**src/design/board_row_code_packer_top_assert.svh**
```systemverilog
// assertion macros for the board row code packer
`ifndef BOARD_ROW_CODE_PACKER_TOP_ASSERT_SVH
`define BOARD_ROW_CODE_PACKER_TOP_ASSERT_SVH

`ifndef SYNTHESIS
// condition that must hold at every clock edge out of reset
`define BPK_ASSERT(lbl, cond) \
	lbl: assert property (@(posedge clk) disable iff (!arst_n) (cond)) \
		else $error("bpk assertion failed");
// condition that must never hold
`define BPK_NEVER(lbl, cond) \
	lbl: assert property (@(posedge clk) disable iff (!arst_n) !(cond)) \
		else $error("bpk forbidden condition seen");
`else
`define BPK_ASSERT(lbl, cond)
`define BPK_NEVER(lbl, cond)
`endif

`endif

```
**src/design/bpk_pkg.sv**
```systemverilog
package bpk_pkg;

	// square codes
	localparam logic [1:0] SQ_EMPTY = 2'd0;
	localparam logic [1:0] SQ_X     = 2'd1;
	localparam logic [1:0] SQ_O     = 2'd2;

	localparam int RowCodeW   = 5;
	localparam int BoardCodeW = 3 * RowCodeW;
	localparam int PendW      = 7;
	localparam int ByteBufW   = 24;

	// special row codes
	localparam logic [RowCodeW-1:0] ROW_EMPTY_CODE = 5'b10001;
	localparam logic [2:0]          FULL_LOW_BITS  = 3'b111;
	localparam logic [1:0]          NO_COLUMN      = 2'd3;

	// bytes handed from the merge stage to the output stage
	typedef struct packed {
		logic [ByteBufW-1:0] data;
		logic [1:0]          cnt;
		logic                fin;
	} load_t;

endpackage

```
**src/design/bpk_if.sv**
```systemverilog
// board channel
interface bpk_board_if;
	logic       valid;
	logic       ready;
	logic [1:0] sq_r0_c0;
	logic [1:0] sq_r0_c1;
	logic [1:0] sq_r0_c2;
	logic [1:0] sq_r1_c0;
	logic [1:0] sq_r1_c1;
	logic [1:0] sq_r1_c2;
	logic [1:0] sq_r2_c0;
	logic [1:0] sq_r2_c1;
	logic [1:0] sq_r2_c2;
	logic       final_board;

	modport source (
		output valid, sq_r0_c0, sq_r0_c1, sq_r0_c2, sq_r1_c0, sq_r1_c1, sq_r1_c2,
		       sq_r2_c0, sq_r2_c1, sq_r2_c2, final_board,
		input  ready
	);
	modport sink (
		input  valid, sq_r0_c0, sq_r0_c1, sq_r0_c2, sq_r1_c0, sq_r1_c1, sq_r1_c2,
		       sq_r2_c0, sq_r2_c1, sq_r2_c2, final_board,
		output ready
	);
endinterface

// byte channel
interface bpk_byte_if;
	logic       valid;
	logic       ready;
	logic [7:0] packed_byte;
	logic       run_last;
	logic       stream_end;

	modport source (output valid, packed_byte, run_last, stream_end, input ready);
	modport sink (input valid, packed_byte, run_last, stream_end, output ready);
endinterface

```
**src/design/bpk_row_lane.sv**
```systemverilog
module bpk_row_lane (
	input  logic [2:0][1:0] sq,
	output logic [4:0]      code
);
	import bpk_pkg::*;

	logic [1:0] used;
	logic [2:0] meta;
	logic [2:0] occ;
	logic [1:0] ocnt;
	logic [1:0] xlast;
	logic [1:0] olast;

	// scan the three squares left to right
	always_comb begin
		used  = 2'd0;
		meta  = 3'd0;
		occ   = 3'd0;
		ocnt  = 2'd0;
		xlast = NO_COLUMN;
		olast = NO_COLUMN;
		for (int i = 0; i < 3; i++) begin
			if (sq[i] == SQ_X) begin
				meta[used] = 1'b1;
				xlast      = 2'(i);
			end
			if (sq[i] == SQ_O) begin
				ocnt  = ocnt + 2'd1;
				olast = 2'(i);
			end
			if (sq[i] != SQ_EMPTY) begin
				occ[i] = 1'b1;
				used   = used + 2'd1;
			end
		end
	end

	// pick the code form
	always_comb begin
		if (occ == 3'b000) begin
			code = ROW_EMPTY_CODE;
		end else if (occ == 3'b111) begin
			if (ocnt <= 2'd1) begin
				code = {olast, FULL_LOW_BITS};
			end else begin
				code = {xlast, 3'b000};
			end
		end else begin
			code = {meta[1:0], occ};
		end
	end
endmodule

```
**src/design/bpk_merge.sv**
```systemverilog
module bpk_merge (
	input  logic                       clk,
	input  logic                       arst_n,
	input  logic                       take,
	input  logic [bpk_pkg::BoardCodeW-1:0] board_code,
	input  logic                       fin,
	output bpk_pkg::load_t             ld
);
	import bpk_pkg::*;

	logic [PendW-1:0]    pend_q;
	logic [2:0]          pcnt_q;
	logic [ByteBufW-1:0] acc;
	logic                one_full;
	logic [2:0]          left;
	logic [PendW-1:0]    pend_nxt;
	logic [2:0]          pcnt_nxt;

	// append the board code above the pending bits
	always_comb begin
		acc      = {{(ByteBufW-PendW){1'b0}}, pend_q}
		         | ({{(ByteBufW-BoardCodeW){1'b0}}, board_code} << pcnt_q);
		one_full = (pcnt_q == 3'd0);
		left     = one_full ? 3'd7 : (pcnt_q - 3'd1);
		ld.data  = acc;
		ld.cnt   = (one_full ? 2'd1 : 2'd2) + {1'b0, (fin && (left != 3'd0))};
		ld.fin   = fin;
		if (fin) begin
			pend_nxt = '0;
			pcnt_nxt = 3'd0;
		end else if (one_full) begin
			pend_nxt = acc[14:8];
			pcnt_nxt = left;
		end else begin
			pend_nxt = acc[22:16];
			pcnt_nxt = left;
		end
	end

	// bit accumulator state
	always_ff @(posedge clk or negedge arst_n) begin
		if (!arst_n) begin
			pend_q <= '0;
			pcnt_q <= 3'd0;
		end else if (take) begin
			pend_q <= pend_nxt;
			pcnt_q <= pcnt_nxt;
		end
	end
endmodule

```
**src/design/bpk_emit.sv**
```systemverilog
module bpk_emit (
	input  logic           clk,
	input  logic           arst_n,
	input  logic           load,
	input  bpk_pkg::load_t ld,
	output logic           can_load,
	bpk_byte_if.source     stream
);
	import bpk_pkg::*;

	logic [ByteBufW-1:0] buf_q;
	logic [1:0]          cnt_q;
	logic                fin_q;
	logic                last;

	assign last     = (cnt_q == 2'd1);
	assign can_load = (cnt_q == 2'd0) || (last && stream.ready);

	// output side
	assign stream.valid       = (cnt_q != 2'd0);
	assign stream.packed_byte = buf_q[7:0];
	assign stream.run_last    = last;
	assign stream.stream_end  = last && fin_q;

	// byte count and flush flag
	always_ff @(posedge clk or negedge arst_n) begin
		if (!arst_n) begin
			cnt_q <= 2'd0;
			fin_q <= 1'b0;
		end else if (load) begin
			cnt_q <= ld.cnt;
			fin_q <= ld.fin;
		end else if (stream.valid && stream.ready) begin
			cnt_q <= cnt_q - 2'd1;
		end
	end

	// byte shift register
	always_ff @(posedge clk) begin
		if (load) begin
			buf_q <= ld.data;
		end else if (stream.valid && stream.ready) begin
			buf_q <= {8'd0, buf_q[ByteBufW-1:8]};
		end
	end
endmodule

```
**src/design/board_row_code_packer_top.sv**
```systemverilog
// path: an accepted board is registered in the input stage, then loaded into the byte buffer
// throughput: one byte per cycle from the output shift register while the receiver is ready;
// a board gives one or two bytes, three when a final board flushes a partial byte, and the
// single-byte output port limits how fast boards are taken
// reset: asynchronous active-low arst_n empties the input stage, the byte buffer and
// the bit accumulator
`include "board_row_code_packer_top_assert.svh"

module board_row_code_packer_top (
	input  logic        clk,
	input  logic        arst_n,
	bpk_board_if.sink   board,
	bpk_byte_if.source  stream
);
	import bpk_pkg::*;

	logic [2:0][2:0][1:0]    sq_s1;
	logic                    fin_s1;
	logic                    valid_s1;
	logic                    can_load;
	logic                    take;
	logic [2:0][RowCodeW-1:0] row_code;
	load_t                   ld;

	assign take        = valid_s1 && can_load;
	assign board.ready = !valid_s1 || can_load;

	// input stage valid
	always_ff @(posedge clk or negedge arst_n) begin
		if (!arst_n) begin
			valid_s1 <= 1'b0;
		end else if (board.ready) begin
			valid_s1 <= board.valid;
		end
	end

	// input stage payload
	always_ff @(posedge clk) begin
		if (board.valid && board.ready) begin
			sq_s1[0][0] <= board.sq_r0_c0;
			sq_s1[0][1] <= board.sq_r0_c1;
			sq_s1[0][2] <= board.sq_r0_c2;
			sq_s1[1][0] <= board.sq_r1_c0;
			sq_s1[1][1] <= board.sq_r1_c1;
			sq_s1[1][2] <= board.sq_r1_c2;
			sq_s1[2][0] <= board.sq_r2_c0;
			sq_s1[2][1] <= board.sq_r2_c1;
			sq_s1[2][2] <= board.sq_r2_c2;
			fin_s1      <= board.final_board;
		end
	end

	// one row coder per row
	for (genvar r = 0; r < 3; r++) begin : g_lane
		bpk_row_lane u_lane (
			.sq   (sq_s1[r]),
			.code (row_code[r])
		);
	end

	// join the rows and pack into bytes
	bpk_merge u_merge (
		.clk        (clk),
		.arst_n     (arst_n),
		.take       (take),
		.board_code (row_code),
		.fin        (fin_s1),
		.ld         (ld)
	);

	// byte output stage
	bpk_emit u_emit (
		.clk      (clk),
		.arst_n   (arst_n),
		.load     (take),
		.ld       (ld),
		.can_load (can_load),
		.stream   (stream)
	);

	// checks
	`BPK_ASSERT(a_end_is_last, !(stream.valid && stream.stream_end) || stream.run_last)
	`BPK_ASSERT(a_load_shows_byte, !$past(take) || stream.valid)
	`BPK_NEVER(a_item_dropped, $past(valid_s1 && !can_load) && !valid_s1)
endmodule

```
**src/flat_wrapper.sv**
```systemverilog
// flat-port wrapper written by rule: the top's interface ports become plain ports
module board_row_code_packer_top_flat import bpk_pkg::*;
  (clk, arst_n, board_valid, board_sq_r0_c0, board_sq_r0_c1, board_sq_r0_c2, board_sq_r1_c0, board_sq_r1_c1, board_sq_r1_c2, board_sq_r2_c0, board_sq_r2_c1, board_sq_r2_c2, board_final_board, board_ready, stream_valid, stream_packed_byte, stream_run_last, stream_stream_end, stream_ready);
  bpk_board_if board_i ();
  bpk_byte_if stream_i ();
  input  logic clk;
  input  logic arst_n;
  input wire logic [$bits(board_i.valid)-1:0] board_valid;
  input wire logic [$bits(board_i.sq_r0_c0)-1:0] board_sq_r0_c0;
  input wire logic [$bits(board_i.sq_r0_c1)-1:0] board_sq_r0_c1;
  input wire logic [$bits(board_i.sq_r0_c2)-1:0] board_sq_r0_c2;
  input wire logic [$bits(board_i.sq_r1_c0)-1:0] board_sq_r1_c0;
  input wire logic [$bits(board_i.sq_r1_c1)-1:0] board_sq_r1_c1;
  input wire logic [$bits(board_i.sq_r1_c2)-1:0] board_sq_r1_c2;
  input wire logic [$bits(board_i.sq_r2_c0)-1:0] board_sq_r2_c0;
  input wire logic [$bits(board_i.sq_r2_c1)-1:0] board_sq_r2_c1;
  input wire logic [$bits(board_i.sq_r2_c2)-1:0] board_sq_r2_c2;
  input wire logic [$bits(board_i.final_board)-1:0] board_final_board;
  output wire logic [$bits(board_i.ready)-1:0] board_ready;
  output wire logic [$bits(stream_i.valid)-1:0] stream_valid;
  output wire logic [$bits(stream_i.packed_byte)-1:0] stream_packed_byte;
  output wire logic [$bits(stream_i.run_last)-1:0] stream_run_last;
  output wire logic [$bits(stream_i.stream_end)-1:0] stream_stream_end;
  input wire logic [$bits(stream_i.ready)-1:0] stream_ready;
  assign board_i.valid = board_valid;
  assign board_i.sq_r0_c0 = board_sq_r0_c0;
  assign board_i.sq_r0_c1 = board_sq_r0_c1;
  assign board_i.sq_r0_c2 = board_sq_r0_c2;
  assign board_i.sq_r1_c0 = board_sq_r1_c0;
  assign board_i.sq_r1_c1 = board_sq_r1_c1;
  assign board_i.sq_r1_c2 = board_sq_r1_c2;
  assign board_i.sq_r2_c0 = board_sq_r2_c0;
  assign board_i.sq_r2_c1 = board_sq_r2_c1;
  assign board_i.sq_r2_c2 = board_sq_r2_c2;
  assign board_i.final_board = board_final_board;
  assign board_ready = board_i.ready;
  assign stream_valid = stream_i.valid;
  assign stream_packed_byte = stream_i.packed_byte;
  assign stream_run_last = stream_i.run_last;
  assign stream_stream_end = stream_i.stream_end;
  assign stream_i.ready = stream_ready;
  board_row_code_packer_top u_core (.clk(clk), .arst_n(arst_n), .board(board_i), .stream(stream_i));
endmodule
```
**config.mk**
```make
export PLATFORM = sky130hd
export DESIGN_NAME = board_row_code_packer_top_flat
export DESIGN_NICKNAME = d
export VERILOG_FILES = /design/src/design/bpk_pkg.sv /design/src/design/bpk_if.sv /design/src/design/bpk_row_lane.sv /design/src/design/bpk_merge.sv /design/src/design/bpk_emit.sv /design/src/design/board_row_code_packer_top.sv /design/src/flat_wrapper.sv
export VERILOG_INCLUDE_DIRS = /design/src /design/src/design
export SDC_FILE = /design/constraint.sdc
export NUM_CORES = 1
export LEC_CHECK = 0
export BUFFER_PORTS_ARGS = -buffer_cell sky130_fd_sc_hd__buf_2
export CAP_MARGIN = 0
export CORE_ASPECT_RATIO = 1.4
export CORE_MARGIN = 10
export CORE_UTILIZATION = 40
export CTS_CLUSTER_SIZE = 28
export DETAILED_ROUTE_END_ITERATION = 6
export GPL_ROUTABILITY_DRIVEN = 0
export HOLD_SLACK_MARGIN = 0.03
export PLACE_DENSITY = 0.62
export RECOVER_POWER = 100
export SYNTH_ARGS = -nofsm -noshare
export SYNTH_HDL_FRONTEND = slang
export SYNTH_SLANG_ARGS = --single-unit
```
**constraint.sdc**
```tcl
create_clock -name clk -period 3.3 [get_ports clk]
set_input_delay 0 -clock clk [delete_from_list [all_inputs] [get_ports clk]]
set_output_delay 0 -clock clk [all_outputs]
set_load 0.02 [all_outputs]
```
==> results.sh <==
export IMPL_status="finished, final reports clean"
export IMPL_syn_instance_count=429
export IMPL_syn_area_per_cell_um2=8.989
export IMPL_synth_edf_count=41
export IMPL_fin_crit_sh_pct=90.01
export IMPL_wl_per_cell_um=17.15
export IMPL_cts_sinks=55
export IMPL_wl_mm=9.795
export IMPL_grt_pass1_vias=3442
export IMPL_crit_type="register to register"
export IMPL_clkTransAtPathRegs_ns=0.07
export IMPL_areaGrowthSynthToFinish_pct=12.56
export IMPL_rows=42
export IMPL_setup_tns_ns=0
export IMPL_fin_skew_ns=0.006355
export IMPL_start_util_pct=40.77
export IMPL_fin_nets=490
export IMPL_powerDensity_mw_per_mm2=925.7
export IMPL_multi_input_area_mm2=0.001989
export IMPL_overflow=0
export IMPL_via_per_inst=6.040
export IMPL_seq_area_frac_synth_pct=41.01
export IMPL_worst_slew_pin_transition_ns=1.161
export IMPL_ctsResizeCount=0
export IMPL_rsz0062_at_grt="false"
export IMPL_die_height_um=136.2
export IMPL_antenna_found_initial=0
export IMPL_clk_latency_ns=0.30
export IMPL_synth_seq_cells=55
export IMPL_setup_viol=0
export IMPL_dr_pass1_iters=5
export IMPL_synth_async_sr_flop_share_pct=25.45
export IMPL_reg2regPathDepth=9
export IMPL_dp_hpwl_mm=7.357
export IMPL_layout_min_cycle_time_ns=2.970
export IMPL_critical_path_max_fanout=12
export IMPL_h_tree_depth=2
export IMPL_grt_use_total_pct=14.52
export IMPL_synth_warnings=0
export IMPL_final_common_cell="edfxtp_1"
export IMPL_timing_final_hold_violations=0
export IMPL_arrival_ns=3.00
export IMPL_drc=0
export IMPL_core_mm2=0.009459
export IMPL_cts_made_buffers=5
export IMPL_required_ns=3.33
export IMPL_ir_drop_mv=0.3077
export IMPL_maxCapViolations=0
export IMPL_min_path_type="input port to register"
export IMPL_cts_path_max_buffers=2
export IMPL_end_kind="register"
export IMPL_grt_max_degree=36
export IMPL_p_leak_nw=1.565
export IMPL_relSlewSlack_pct=22.54
export IMPL_route_vias_total=3449
export IMPL_drv_slew=0
export IMPL_dieArea_mm2=0.01402
export IMPL_fin_hold_ws_ns=0.06848
export IMPL_final_cells=571
export IMPL_layout_drive_gt1_share_pct=11.06
export IMPL_dp_cells=542
export IMPL_grt_pass1_wl_mm=16.44
export IMPL_n_fill_cell=932
export IMPL_ant_nets=0
export IMPL_seq_area_mm2=0.001582
export IMPL_critPathLaunchType="register"
export IMPL_postCtsHoldBufs=21
export IMPL_io_buffers=34
export IMPL_ioPinCount=35
export IMPL_hold_depth=4
export IMPL_ys_flop_type="edfxtp_1"
export IMPL_synth_distinct_cells=72
export IMPL_syn_num_nets=459
export IMPL_post_cts_buffers=0
export IMPL_syn_cell_area_mm2=0.003856
export IMPL_most_common_layout_cells="41 x edfxtp_1, 37 x nor2_1, 34 x a21oi_1"
export IMPL_cts_tree="done"
export IMPL_cts_root_buffer_cell="clkbuf_16"
export IMPL_fp_dieW_um=103.0
export IMPL_max_freq_mhz=336.7
export IMPL_drtIter0Drc=230
export IMPL_diodes=0
## state kept, by name (all words and copies together) (netlist names)
register / cells
u_core.u_emit.fin_q: 1
u_core.u_emit.cnt_q: 2
u_core.fin_s1: 1
u_core.u_merge.pcnt_q: 3
u_core.valid_s1: 1
u_core.u_merge.pend_q: 7
u_core.sq_s1: 18
u_core.u_emit.buf_q: 22
## final timing paths
kind                                                  from                              endpoint  slack [ns]
min in group asynchronous                           arst_n  u_core.u_merge.pcnt_q[2]$_DFFE_PN0P_        0.32
setup reg to reg                 u_core.sq_s1[6]$_DFFE_PP_     u_core.u_emit.buf_q[12]$_DFFE_PP_        0.33
hold reg to reg            u_core.u_emit.fin_q$_DFFE_PN0P_       u_core.u_emit.fin_q$_DFFE_PN0P_        0.47
hold / removal                                stream_ready           u_core.valid_s1$_DFFE_PN0N_        0.07
max in group asynchronous                           arst_n  u_core.u_merge.pend_q[3]$_DFFE_PN0P_        2.46
setup / recovery                 u_core.sq_s1[6]$_DFFE_PP_     u_core.u_emit.buf_q[12]$_DFFE_PP_        0.33
## area by class of cell
class,instances,share of cell area [%]
clock buffers,5,2.883
clock inverters,3,0.5189
inverters,20,1.730
multi-input cells,315,45.83
flip-flops and latches,55,36.44
well taps,110,3.171
repair buffers,63,9.426
## layer usage
| metal | wire [µm] | vias to the layer above | track usage [%] |
|---|---|---|---|
| li1 | - | 1690 | - |
| met1 | 3934 | 1615 | 15.70 |
| met2 | 4906 | 116 | 25.68 |
| met3 | 611 | 28 | 3.506 |
| met4 | 343 | 0 | 6.822 |
| met5 | 0 | - | 0 |
## cell usage after synthesis (4+ instances only)
library cell  number  area share [%]
buf_2              8             1.0
or3_1              4            0.65
nand2b_1           9             1.5
inv_1             19             1.8
nand4_1            7             1.1
a31oi_1            9             1.5
nor2_1            37             3.6
nor3_1            12             1.6
a21oi_1           34             4.4
o211ai_1          12             2.3
nand2_1           33             3.2
ha_1               7             2.3
clkbuf_1          17             1.7
nor3b_1            4            0.78
nand3_1           16             2.1
o21ai_0           30             3.9
edfxtp_1          41              32
o22ai_1            5            0.81
nor2b_1           10             1.6
buf_4              8             1.6
o2111ai_1          4            0.91
dfrtp_1           14             9.1
o221ai_1           4            0.91
## worst max-delay path, stage by stage, from the launching register on
cell       delay [ns]
edfxtp_1         0.54
nor2_1           0.23
inv_1            0.07
ha_1             0.30
o21ai_0          0.18
a2111oi_0        0.12
a31oi_1          0.40
nand2_1          0.12
a311oi_1         0.59
o211ai_1         0.15
## metrics by stage
| stage | util, % | area (µm²) | setup WS, ns | power [mW] |
|---|---|---|---|---|
| final | 45.89 | 4340 | 0.3297 | 4.018 |
| after global routing | 45.89 | 4340 | 0.08257 | 4.338 |
| after CTS | 46.30 | 4379 | 0.4307 | 4.076 |
| after detailed placement | 42.51 | 4021 | 0.4432 | 3.504 |
| after global placement | 42.51 | 4021 | 0.5943 | 3.469 |
| after floorplan | - | 3856 | 0.8440 | 2.975 |
## kinds of logic after synthesis
| group | count (synthesis) | synth area share [%] |
|---|---|---|
| multiplexers | 3 | 0.8112 |
| AND/OR/NAND/NOR | 159 | 21.84 |
| buffers and inverters | 59 | 7.203 |
| flip-flops | 55 | 41.01 |
| adder cells (fa/ha/maj) | 7 | 2.271 |
| AO/OA/AOI/OAI | 146 | 26.87 |
## power breakdown
| group | internal [mW] | leakage, nW | switching, mW | total (mW) |
|---|---|---|---|---|
| clock | 0.285 | 0.0742 | 0.256 | 0.541 |
| combinational | 0.725 | 0.911 | 1.42 | 2.15 |
| sequential | 1.12 | 0.580 | 0.214 | 1.33 |
Note: power is estimated with default switching activity, not from simulation.
